==> src/sv/note_on_off_pairing_assert.svh <==
// ----------------------------------------------------------------------------
// note_on_off_pairing_assert
// Assertion macros for the note pairing RTL.
// ----------------------------------------------------------------------------
`ifndef NOTE_ON_OFF_PAIRING_ASSERT_SVH
`define NOTE_ON_OFF_PAIRING_ASSERT_SVH

// Condition holds in the same cycle as the trigger.
`define NOP_ASSERT_NOW(label, trig, cond) \
    label: assert property (@(posedge clk) disable iff (!rst_n) (trig) |-> (cond)) \
        else $error("note pairing check failed");

// Condition holds in the cycle after the trigger.
`define NOP_ASSERT_NEXT(label, trig, cond) \
    label: assert property (@(posedge clk) disable iff (!rst_n) (trig) |=> (cond)) \
        else $error("note pairing check failed");

`endif

==> src/sv/nop_pkg.sv <==
// ----------------------------------------------------------------------------
// nop_pkg
// Types and constants for the note-on/note-off pairing block.
// ----------------------------------------------------------------------------
package nop_pkg;

    localparam int PENDING_DEPTH = 16;

    localparam logic       KIND_ON  = 1'b0;
    localparam logic       KIND_OFF = 1'b1;

    localparam logic [2:0] ST_STORED   = 3'd0;
    localparam logic [2:0] ST_DONE     = 3'd1;
    localparam logic [2:0] ST_NOMATCH  = 3'd2;
    localparam logic [2:0] ST_FULL     = 3'd3;
    localparam logic [2:0] ST_DISABLED = 3'd4;

    typedef struct packed {
        logic        kind;
        logic [3:0]  channel;
        logic [6:0]  pitch;
        logic [6:0]  velocity;
        logic [31:0] current_tick;
    } in_t;

    typedef struct packed {
        logic [2:0]  status;
        logic [31:0] start_tick;
        logic [31:0] end_tick;
        logic [6:0]  note_pitch;
        logic [6:0]  note_velocity;
        logic [3:0]  note_channel;
    } out_t;

    // One open note as held in a cell
    typedef struct packed {
        logic [31:0] start;
        logic [6:0]  pitch;
        logic [6:0]  velocity;
        logic [3:0]  channel;
    } entry_t;

    // Broadcast from the sequencer to every cell
    typedef struct packed {
        logic   capture;   // latch per-cell match flag
        logic   commit;    // apply append or removal
        logic   is_off;
        entry_t ev;        // event as an entry (key for a note-off)
    } cell_ctrl_t;

endpackage

==> src/sv/nop_cell.sv <==
// ----------------------------------------------------------------------------
// nop_cell
// One slot of the open-note chain: holds an entry, matches it against the
// event key and shifts in from its right neighbor on removal.
// ----------------------------------------------------------------------------
module nop_cell (
    input  logic                clk,
    input  logic                rst_n,
    input  nop_pkg::cell_ctrl_t ctrl,
    input  logic                left_valid,
    input  logic                kill_in,
    input  logic                right_valid,
    input  nop_pkg::entry_t     right_entry,
    output logic                kill_out,
    output logic                found,
    output logic                valid,
    output nop_pkg::entry_t     entry
);
    import nop_pkg::*;

    logic   valid_reg, valid_next;
    entry_t entry_reg, entry_next;
    logic   match_reg;

    // an older cell already matched: this one only shifts
    assign found    = match_reg & ~kill_in;
    assign kill_out = match_reg | kill_in;
    assign valid    = valid_reg;
    assign entry    = entry_reg;

    always_comb
    begin
        valid_next = valid_reg;
        entry_next = entry_reg;
        if (ctrl.commit)
        begin
            if (ctrl.is_off)
            begin
                if (kill_out)
                begin
                    valid_next = right_valid;
                    entry_next = right_entry;
                end
            end
            else if (!valid_reg && left_valid)
            begin
                valid_next = 1'b1;
                entry_next = ctrl.ev;
            end
        end
    end

    always_ff @(posedge clk or negedge rst_n)
    begin
        if (!rst_n)
        begin
            valid_reg <= 1'b0;
            match_reg <= 1'b0;
        end
        else
        begin
            valid_reg <= valid_next;
            if (ctrl.capture)
            begin
                match_reg <= valid_reg && entry_reg.pitch == ctrl.ev.pitch
                             && entry_reg.channel == ctrl.ev.channel;
            end
        end
    end

    always_ff @(posedge clk)
    begin
        entry_reg <= entry_next;
    end

endmodule

==> src/sv/note_on_off_pairing.sv <==
// ----------------------------------------------------------------------------
// note_on_off_pairing
// Pairs note-on and note-off events into finished notes.
// ----------------------------------------------------------------------------
// Input channel (in_valid/in_ready/in_data) carries one event per transfer;
// output channel (out_valid/out_ready/out_data) returns exactly one result per
// event, in order. cfg_write/cfg_data load record_enable; write it only idle.
// Open notes live in a chain of PENDING_DEPTH cells, oldest in cell 0.
// Each event goes through accept, per-cell match capture, then resolve,
// where the oldest match is found along the chain, cells at and past it shift
// left by one, and the result is loaded into the output register. A new event
// is accepted in the cycle after the result is loaded; events are taken one
// at a time, with no new one accepted while one is still in progress.
// When the receiver stalls, the result waits in the output register and the
// next event is still accepted and matched; it holds in the resolve step
// until the output register frees.
// Reset clears all cell valid bits, the output register and record_enable.
// ----------------------------------------------------------------------------
module note_on_off_pairing (
    input  logic          clk,
    input  logic          rst_n,
    input  logic          in_valid,
    output logic          in_ready,
    input  nop_pkg::in_t  in_data,
    output logic          out_valid,
    input  logic          out_ready,
    output nop_pkg::out_t out_data,
    input  logic          cfg_write,
    input  logic          cfg_data
);
    import nop_pkg::*;

    `include "note_on_off_pairing_assert.svh"

    typedef enum logic [1:0] {
        S_IDLE,
        S_MATCH,
        S_RESOLVE
    } state_t;

    state_t     state_reg;
    in_t        item_reg;
    logic       out_valid_reg;
    out_t       out_data_reg;
    logic       rec_reg;

    cell_ctrl_t ctrl;
    logic       out_free;
    logic       out_load;
    out_t       result;

    logic   [PENDING_DEPTH-1:0] valid_vec;
    logic   [PENDING_DEPTH-1:0] found_vec;
    logic   [PENDING_DEPTH:0]   kill_chain;
    entry_t                     cell_entry [PENDING_DEPTH];
    entry_t                     hit_entry;

    assign in_ready  = (state_reg == S_IDLE);
    assign out_valid = out_valid_reg;
    assign out_data  = out_data_reg;
    assign out_free  = !out_valid_reg || out_ready;
    assign out_load  = (state_reg == S_RESOLVE) && out_free;

    assign ctrl.capture     = (state_reg == S_MATCH);
    assign ctrl.commit      = out_load && rec_reg;
    assign ctrl.is_off      = (item_reg.kind == KIND_OFF);
    assign ctrl.ev.start    = item_reg.current_tick;
    assign ctrl.ev.pitch    = item_reg.pitch;
    assign ctrl.ev.velocity = item_reg.velocity;
    assign ctrl.ev.channel  = item_reg.channel;

    assign kill_chain[0] = 1'b0;

    for (genvar i = 0; i < PENDING_DEPTH; i++)
    begin : g_cell
        logic   left_v;
        logic   right_v;
        entry_t right_e;

        if (i == 0)
        begin : g_first
            assign left_v = 1'b1;
        end
        else
        begin : g_mid
            assign left_v = valid_vec[i-1];
        end

        if (i == PENDING_DEPTH - 1)
        begin : g_last
            assign right_v = 1'b0;
            assign right_e = '0;
        end
        else
        begin : g_inner
            assign right_v = valid_vec[i+1];
            assign right_e = cell_entry[i+1];
        end

        nop_cell u_cell (
            .clk         (clk),
            .rst_n       (rst_n),
            .ctrl        (ctrl),
            .left_valid  (left_v),
            .kill_in     (kill_chain[i]),
            .right_valid (right_v),
            .right_entry (right_e),
            .kill_out    (kill_chain[i+1]),
            .found       (found_vec[i]),
            .valid       (valid_vec[i]),
            .entry       (cell_entry[i])
        );
    end

    // at most one cell reports found, so an OR picks its entry
    always_comb
    begin
        hit_entry = '0;
        for (int i = 0; i < PENDING_DEPTH; i++)
        begin
            hit_entry = hit_entry | (cell_entry[i] & {$bits(entry_t){found_vec[i]}});
        end
    end

    always_comb
    begin
        result = '0;
        if (!rec_reg)
        begin
            result.status = ST_DISABLED;
        end
        else if (item_reg.kind == KIND_ON)
        begin
            result.status = valid_vec[PENDING_DEPTH-1] ? ST_FULL : ST_STORED;
        end
        else if (kill_chain[PENDING_DEPTH])
        begin
            result.status        = ST_DONE;
            result.start_tick    = hit_entry.start;
            result.end_tick      = item_reg.current_tick;
            result.note_pitch    = hit_entry.pitch;
            result.note_velocity = hit_entry.velocity;
            result.note_channel  = hit_entry.channel;
        end
        else
        begin
            result.status = ST_NOMATCH;
        end
    end

    always_ff @(posedge clk or negedge rst_n)
    begin
        if (!rst_n)
        begin
            state_reg     <= S_IDLE;
            item_reg      <= '0;
            out_valid_reg <= 1'b0;
            out_data_reg  <= '0;
            rec_reg       <= 1'b0;
        end
        else
        begin
            if (cfg_write)
            begin
                rec_reg <= cfg_data;
            end
            if (out_load)
            begin
                out_valid_reg <= 1'b1;
            end
            else if (out_valid_reg && out_ready)
            begin
                out_valid_reg <= 1'b0;
            end
            unique case (state_reg)
                S_IDLE:
                begin
                    if (in_valid)
                    begin
                        item_reg  <= in_data;
                        state_reg <= S_MATCH;
                    end
                end
                S_MATCH:
                begin
                    state_reg <= S_RESOLVE;
                end
                S_RESOLVE:
                begin
                    // hold until the output register frees
                    if (out_load)
                    begin
                        out_data_reg <= result;
                        state_reg    <= S_IDLE;
                    end
                end
                default:
                begin
                    state_reg <= S_IDLE;
                end
            endcase
        end
    end

    `NOP_ASSERT_NOW(a_valid_prefix, 1'b1, ((valid_vec >> 1) & ~valid_vec) == '0)
    `NOP_ASSERT_NOW(a_found_single, 1'b1, $onehot0(found_vec))
    `NOP_ASSERT_NEXT(a_store_grows,
        ctrl.commit && !ctrl.is_off && !valid_vec[PENDING_DEPTH-1],
        $countones(valid_vec) == $countones($past(valid_vec)) + 1)
    `NOP_ASSERT_NEXT(a_close_shrinks,
        ctrl.commit && ctrl.is_off && kill_chain[PENDING_DEPTH],
        $countones(valid_vec) + 1 == $countones($past(valid_vec)))

endmodule
==> config.mk <==
export PLATFORM = sky130hd
export DESIGN_NAME = note_on_off_pairing
export DESIGN_NICKNAME = d
export VERILOG_FILES = /design/src/sv/nop_pkg.sv /design/src/sv/nop_cell.sv /design/src/sv/note_on_off_pairing.sv
export VERILOG_INCLUDE_DIRS = /design/src /design/src/sv
export SDC_FILE = /design/constraint.sdc
export NUM_CORES = 2
export LEC_CHECK = 0
export BUFFER_PORTS_ARGS = -buffer_cell sky130_fd_sc_hd__clkbuf_2
export CAP_MARGIN = 20
export CORE_UTILIZATION = 60
export DETAILED_ROUTE_END_ITERATION = 16
export GPL_TIMING_DRIVEN = 0
export PLACE_DENSITY = 0.77
export REMOVE_ABC_BUFFERS = 1
export SYNTH_ARGS = -nofsm -noshare
export SYNTH_HDL_FRONTEND = slang
export SYNTH_HIERARCHICAL = 1
export SYNTH_SLANG_ARGS = --single-unit
==> constraint.sdc <==
create_clock -name clk -period 9.7 [get_ports clk]
set_input_delay 1.94 -clock clk [delete_from_list [all_inputs] [get_ports clk]]
set_output_delay 1.94 -clock clk [all_outputs]
set_load 0.01 [all_outputs]
Word level (Yosys, flattened, before mapping):

Cells that the tools add are included.

* register bits: 972
* latch bits: 0
* memory bits (writable): 0
* ROM bits: 0
* bits of input ports: 57
* output and inout bits: 87
* word-level logic and storage cells: 450
* memories kept: 0

* add/subtract/negate cells: 0
* multiply operators: 0
* div/mod/pow operators: 0
* order comparisons: 0
* eq/ne operators: 53
* shifts and indexed selects: 0
* mux-type cells: 107
* bitwise operators: 76
* reduce and logical (&&, ||, !) cells: 104

Operators with widths (count)
* two-way mux 50 bit: 48
* AND 50 bit: 16
* bitwise OR 50 bit: 15
* two-way mux 82 bit: 3
* == test 7 bit: 16
* == test 4 bit: 16
* logical AND 1 bit: 50
* two-way mux 1 bit: 49
* AND reduction 3 bit: 16
* inequality test 2 x 1 -> 1 bit, second input constant: 16
* nonzero test 2 bit: 16
* logical NOT 1 bit: 16
* AND 1 bit: 15
* inverter 1 bit: 15
* bitwise OR 1 bit: 15
* two-way mux 2 bit: 5
* AND reduction 2 bit: 4
* inequality test 2 bit, second input constant: 3
* one-hot mux 2 bit (3 select lines): 1
* two-way mux 3 bit: 1
* == test 2 x 1 -> 1 bit, second input constant: 1
* == test 2 bit, second input constant: 1
* logical NOT 2 bit: 1
* logical OR 1 bit: 1

Longest topological paths before layout:

* depth in word-level cells: 21
* gate-level depth with buffers: 21
* gate-level depth less buffers: 19

Modules after synthesis:

Netlist, hierarchy kept.

Modules (own cells, without submodules)
* nop_cell: times used 16, cells an instance 136, area each 2333.5 µm², sequential area each 1551.5 µm²
* note_on_off_pairing: times used 1, cells an instance 869, area each 9296.4 µm², sequential area each 3503.4 µm²

Worst setup path before layout:

OpenSTA, ideal clock, no wires.

* path kind: in2reg
* start: in out_ready
* end: reg g_cell[10].u_cell.entry_reg, in the netlist g_cell[10].u_cell/entry[0] (enable)
* setup time: 0.534 ns
* arrival time: 7.760 ns
* data required time: 9.166 ns
* slack: 1.405 ns
* stages: 7
* buffers on the path: 3
* cells stage by stage: nand2b_1 nand2b_4 buf_6 buf_2 buf_1 nor2_1 a21boi_0

RTL lines
* start: declaration: RTL line note_on_off_pairing.sv:26 `input logic out_ready,`
* end signal: assignment: RTL line nop_cell.sv:73 `entry_reg <= entry_next;`
* end: declaration: RTL line nop_cell.sv:22 `entry_t entry_reg, entry_next;`

Worst setup path after layout:

* start: reg g_cell[0].u_cell.match_reg
* end: reg out_data_reg, in the netlist out_data[9]

* word-level cells in the longest chain between the ends: 21

Ends and longest elaborated chain
* start: declaration: RTL line nop_cell.sv:23 `logic match_reg;`
* start signal: assignment: RTL line nop_cell.sv:65 `match_reg <= valid_reg && entry_reg.pitch == ctrl.ev.pitch`
* bitwise OR 1 bit: RTL line nop_cell.sv:27 `assign kill_out = match_reg | kill_in;`
* net kill_chain[2]: RTL line note_on_off_pairing.sv:54 `logic [PENDING_DEPTH:0] kill_chain;`
* bitwise OR 1 bit: RTL line nop_cell.sv:27
* net kill_chain[3]: RTL line note_on_off_pairing.sv:54
* bitwise OR 1 bit: RTL line nop_cell.sv:27
* net kill_chain[4]: RTL line note_on_off_pairing.sv:54
* bitwise OR 1 bit: RTL line nop_cell.sv:27
* net kill_chain[5]: RTL line note_on_off_pairing.sv:54
* [... 1 more ...]
* net kill_chain[6]: RTL line note_on_off_pairing.sv:54
* [... 1 more ...]
* net kill_chain[7]: RTL line note_on_off_pairing.sv:54
* [... 1 more ...]
* net kill_chain[8]: RTL line note_on_off_pairing.sv:54
* [... 1 more ...]
* net kill_chain[9]: RTL line note_on_off_pairing.sv:54
* [... 1 more ...]
* net kill_chain[10]: RTL line note_on_off_pairing.sv:54
* [... 1 more ...]
* net kill_chain[11]: RTL line note_on_off_pairing.sv:54
* [... 1 more ...]
* net kill_chain[12]: RTL line note_on_off_pairing.sv:54
* [... 1 more ...]
* net kill_chain[13]: RTL line note_on_off_pairing.sv:54
* [... 1 more ...]
* net kill_chain[14]: RTL line note_on_off_pairing.sv:54
* [... 1 more ...]
* net kill_chain[15]: RTL line note_on_off_pairing.sv:54
* inverter 1 bit: RTL line nop_cell.sv:26 `assign found = match_reg & ~kill_in;`
* AND 1 bit: RTL line nop_cell.sv:26
* net found_vec[15]: RTL line note_on_off_pairing.sv:53 `logic [PENDING_DEPTH-1:0] found_vec;`
* AND 50 bit: RTL line note_on_off_pairing.sv:121 `hit_entry = hit_entry | (cell_entry[i] & {$bits(entry_t){found_vec[i]}});`
* bitwise OR 50 bit: RTL line note_on_off_pairing.sv:121
* two-way mux 82 bit: RTL line note_on_off_pairing.sv:136 `else if (kill_chain[PENDING_DEPTH])`
* two-way mux 82 bit: RTL line note_on_off_pairing.sv:132 `else if (item_reg.kind == KIND_ON)`
* two-way mux 82 bit: RTL line note_on_off_pairing.sv:128 `if (!rec_reg)`
* end signal: assignment: RTL line note_on_off_pairing.sv:193 `out_data_reg <= result;`
* end: declaration: RTL line note_on_off_pairing.sv:44 `out_t out_data_reg;`

The timed path passes the listed nets, and every way through them passes these cells.
A chain may end at the register's enable or synchronous reset.

==> flow_metrics.tcl <==
set metrics [dict create \
    drive_gt1_share_pct 39.5 \
    clk_pin_slew_ps 60 \
    power_density_nw_per_um2 256 \
    hold_buffers 0 \
    dr.pass1.iters 8 \
    clkSinkCount 972 \
    r2r-end "out_data[9]" \
    drv_slew 0 \
    grt_usage_pct 34.0 \
    crit_start "g_cell[0].u_cell/match_reg" \
    viasPerCell 6.99 \
    nets 3307 \
    grt.overflow.total 0 \
    crit_required_ps 10310 \
    vias 30500 \
    yosysMostFrequentCell "mux2_2" \
    end_kind "flop" \
    die_w_um 281 \
    n_antenna_cell 0 \
    fp-row-count 101 \
    finalSetupViolations 0 \
    synth_cells 3045 \
    min_period_ps 7730 \
    r2r_setup_slack_ps 1970 \
    grt_pass1_vias 30000 \
    yosys_warnings 6 \
    relSlewSlack_pct 27.0 \
    pre_cts_slack_ps 2150 \
    ys_seq_area_share_pct 60.7 \
    clock.fmax_ghz 0.129 \
    wl_per_cell_um 30.9 \
    cp.arrival_ps 8340 \
    drc 0 \
    antenna_found_initial 3 \
    total_power_mw 13.9 \
    die-area_sq_um 78800 \
    cp-start-kind "flop" \
    place_inst 4172 \
    maxCapViolCount 0 \
    grt_max_degree 97 \
    hold_violations 0 \
    synth_top_area_share_pct 51.5 \
    numCtsBuffers 100 \
    largest_reg_flops 800 \
    critPathMaxFanout 15 \
    fin_skew_ps 23.1 \
    ys_seq_elements 972 \
    tns_ps 0 \
    post-route-util_pct 71.2 \
    cts_resized 0 \
    cp_slowest_stage_delay_ps 550 \
    grt_pass1_wl_um 196000 \
    cts_root_buf "clkbuf_16" \
    ir_drop_uv 224 \
    dp_hpwl_um 87200 \
    synth_ff_type "edfxtp_1" \
    routed_wl_um 135000 \
    critPathKind "flop to flop" \
    layout.cells.non_filler 4368 \
    cts_tree "built" \
    async_reset_ff_share_pct 17.7 \
    cp_slowest_cell "nor2_4" \
    synthTopCellsByArea "edfxtp_1, mux2_2, dfrtp_1" \
    endpoint "out_data[9]" \
    synth_edf_count 800 \
    outcome "finished, final reports clean" \
    r2r_start "g_cell[0].u_cell/match_reg" \
    setup_ws_ps 1970 \
    hold_path.class "flop to flop" \
    grt_setup_unrepaired "no" \
    start_util_pct 61.0 \
    area_delta_synth_final_pct 16.7 \
    nFillCells 4737 \
    io_pins 144 \
    fp.dieH_um 281 \
    synth_area_leader_cell "edfxtp_1" \
    antenna_left 0 \
    gp_congestion 0.885 \
    path_common_cell "or2_2" \
    clock_latency_ps 670 \
    leakage_nw 18.8 \
    crit_chain "or2_2, or2_2, or2_2, or2_2, or2_2, or2_2, or2_2, or2_2, or2_2, or2_2, or2_2, or2_2, or2_2, or2_2, or2_2, nor2_4, buf_12, buf_16, a221oi_1, nand4_1, a22o_1" \
    tightest_slew_ps 1090 \
    cts_max_level 3 \
    syn_area_sq_um 46600 \
    port_buffers 143 \
    post_cts_buffers 0 \
    synth_cell_types 33 \
    reg2reg_depth 21 \
    synthTopCellsByCount "mux2_2, edfxtp_1, a22o_1, a221oi_1, dfrtp_1" \
    coreArea_sq_um 76500 \
    finalCritPeriodShare_pct 79.7 \
    drt_iter0_drc 4311 \
    syn_area_per_cell_sq_um 15.3 \
    max-clock-path-buffers 3 \
]
[power by group]
part	switching [mW]	internal [mW]
Sequential	0.607	5.32
Combinational	1.85	2.27
Clock	1.64	2.22
Total	4.10	9.82
[stage by stage]
step / hold WS (ps) / cell area (sq um)
finish: 478 / 54400
global route: 514 / 54400
CTS: 486 / 54300
detailed placement: 473 / 51000
global placement: 461 / 47800
floorplan: 461 / 45800
[logic make-up after synthesis]
logic type,share of synthesized area [%]
buffers and inverters,2.30
other,0.0161
XOR/XNOR,3.31
multiplexers,20.6
AND/OR/NAND/NOR,2.85
flip-flops,60.7
AO/OA/AOI/OAI,10.2
[how the worst min path moves through the flow]
stage | start | end | cells after the start
global placement | out_data[82] | out_data[82] | 2
floorplan | rec_reg | out_data[84] | 1
CTS | out_data[84] | out_data[84] | 2
finish | out_data[84] | out_data[84] | 2
global route | out_data[82] | out_data[82] | 2
detailed placement | out_data[84] | out_data[84] | 2
[per-layer routing]
layer	global-route usage [%]	part of all wire [%]
met3	6.79	12
met1	48.3	38
met5	0	0.025
met2	51.7	45
met4	13.3	4.3
[cells in the final DEF, fill, tap and decap left out, drive strengths merged, types with 6 or more instances in the layout]
master and n:
mux2 851, o21a 17, nand3b 16, dfrtp 172, xnor2 144, clkinv 38
bufinv 6, o21ai 19, nand2 39, or2 16, o22ai 16, xor2 32
nand3 16, edfxtp 800, conb 55, or4 16, a22o 282, a21oi 16
inv 19, buf 123, a21boi 16, a221oi 200, nand4 82, nor2 50
clkbuf 285
[critical path: cells and delay by family, from the launching register on]
| kind | cells | cell delay [ps] |
|---|---|---|
| flip-flops | 1 | 380 |
| buffers and inverters | 2 | 480 |
| AO/OA/AOI/OAI | 2 | 260 |
| AND/OR/NAND/NOR | 17 | 6520 |
[final cells by class]
type	count	area (sq um)	area share, %
Clock buffer	142	2880	5.28
Clock inverter	48	417	0.765
Inverter	18	67.6	0.124
Multi-Input combinational cell	1892	17700	32.6
Sequential cell	972	28300	52.0
Tap cell	1030	1290	2.37
Timing Repair Buffer	266	3710	6.82
Note: power is estimated with default switching activity, not from simulation.
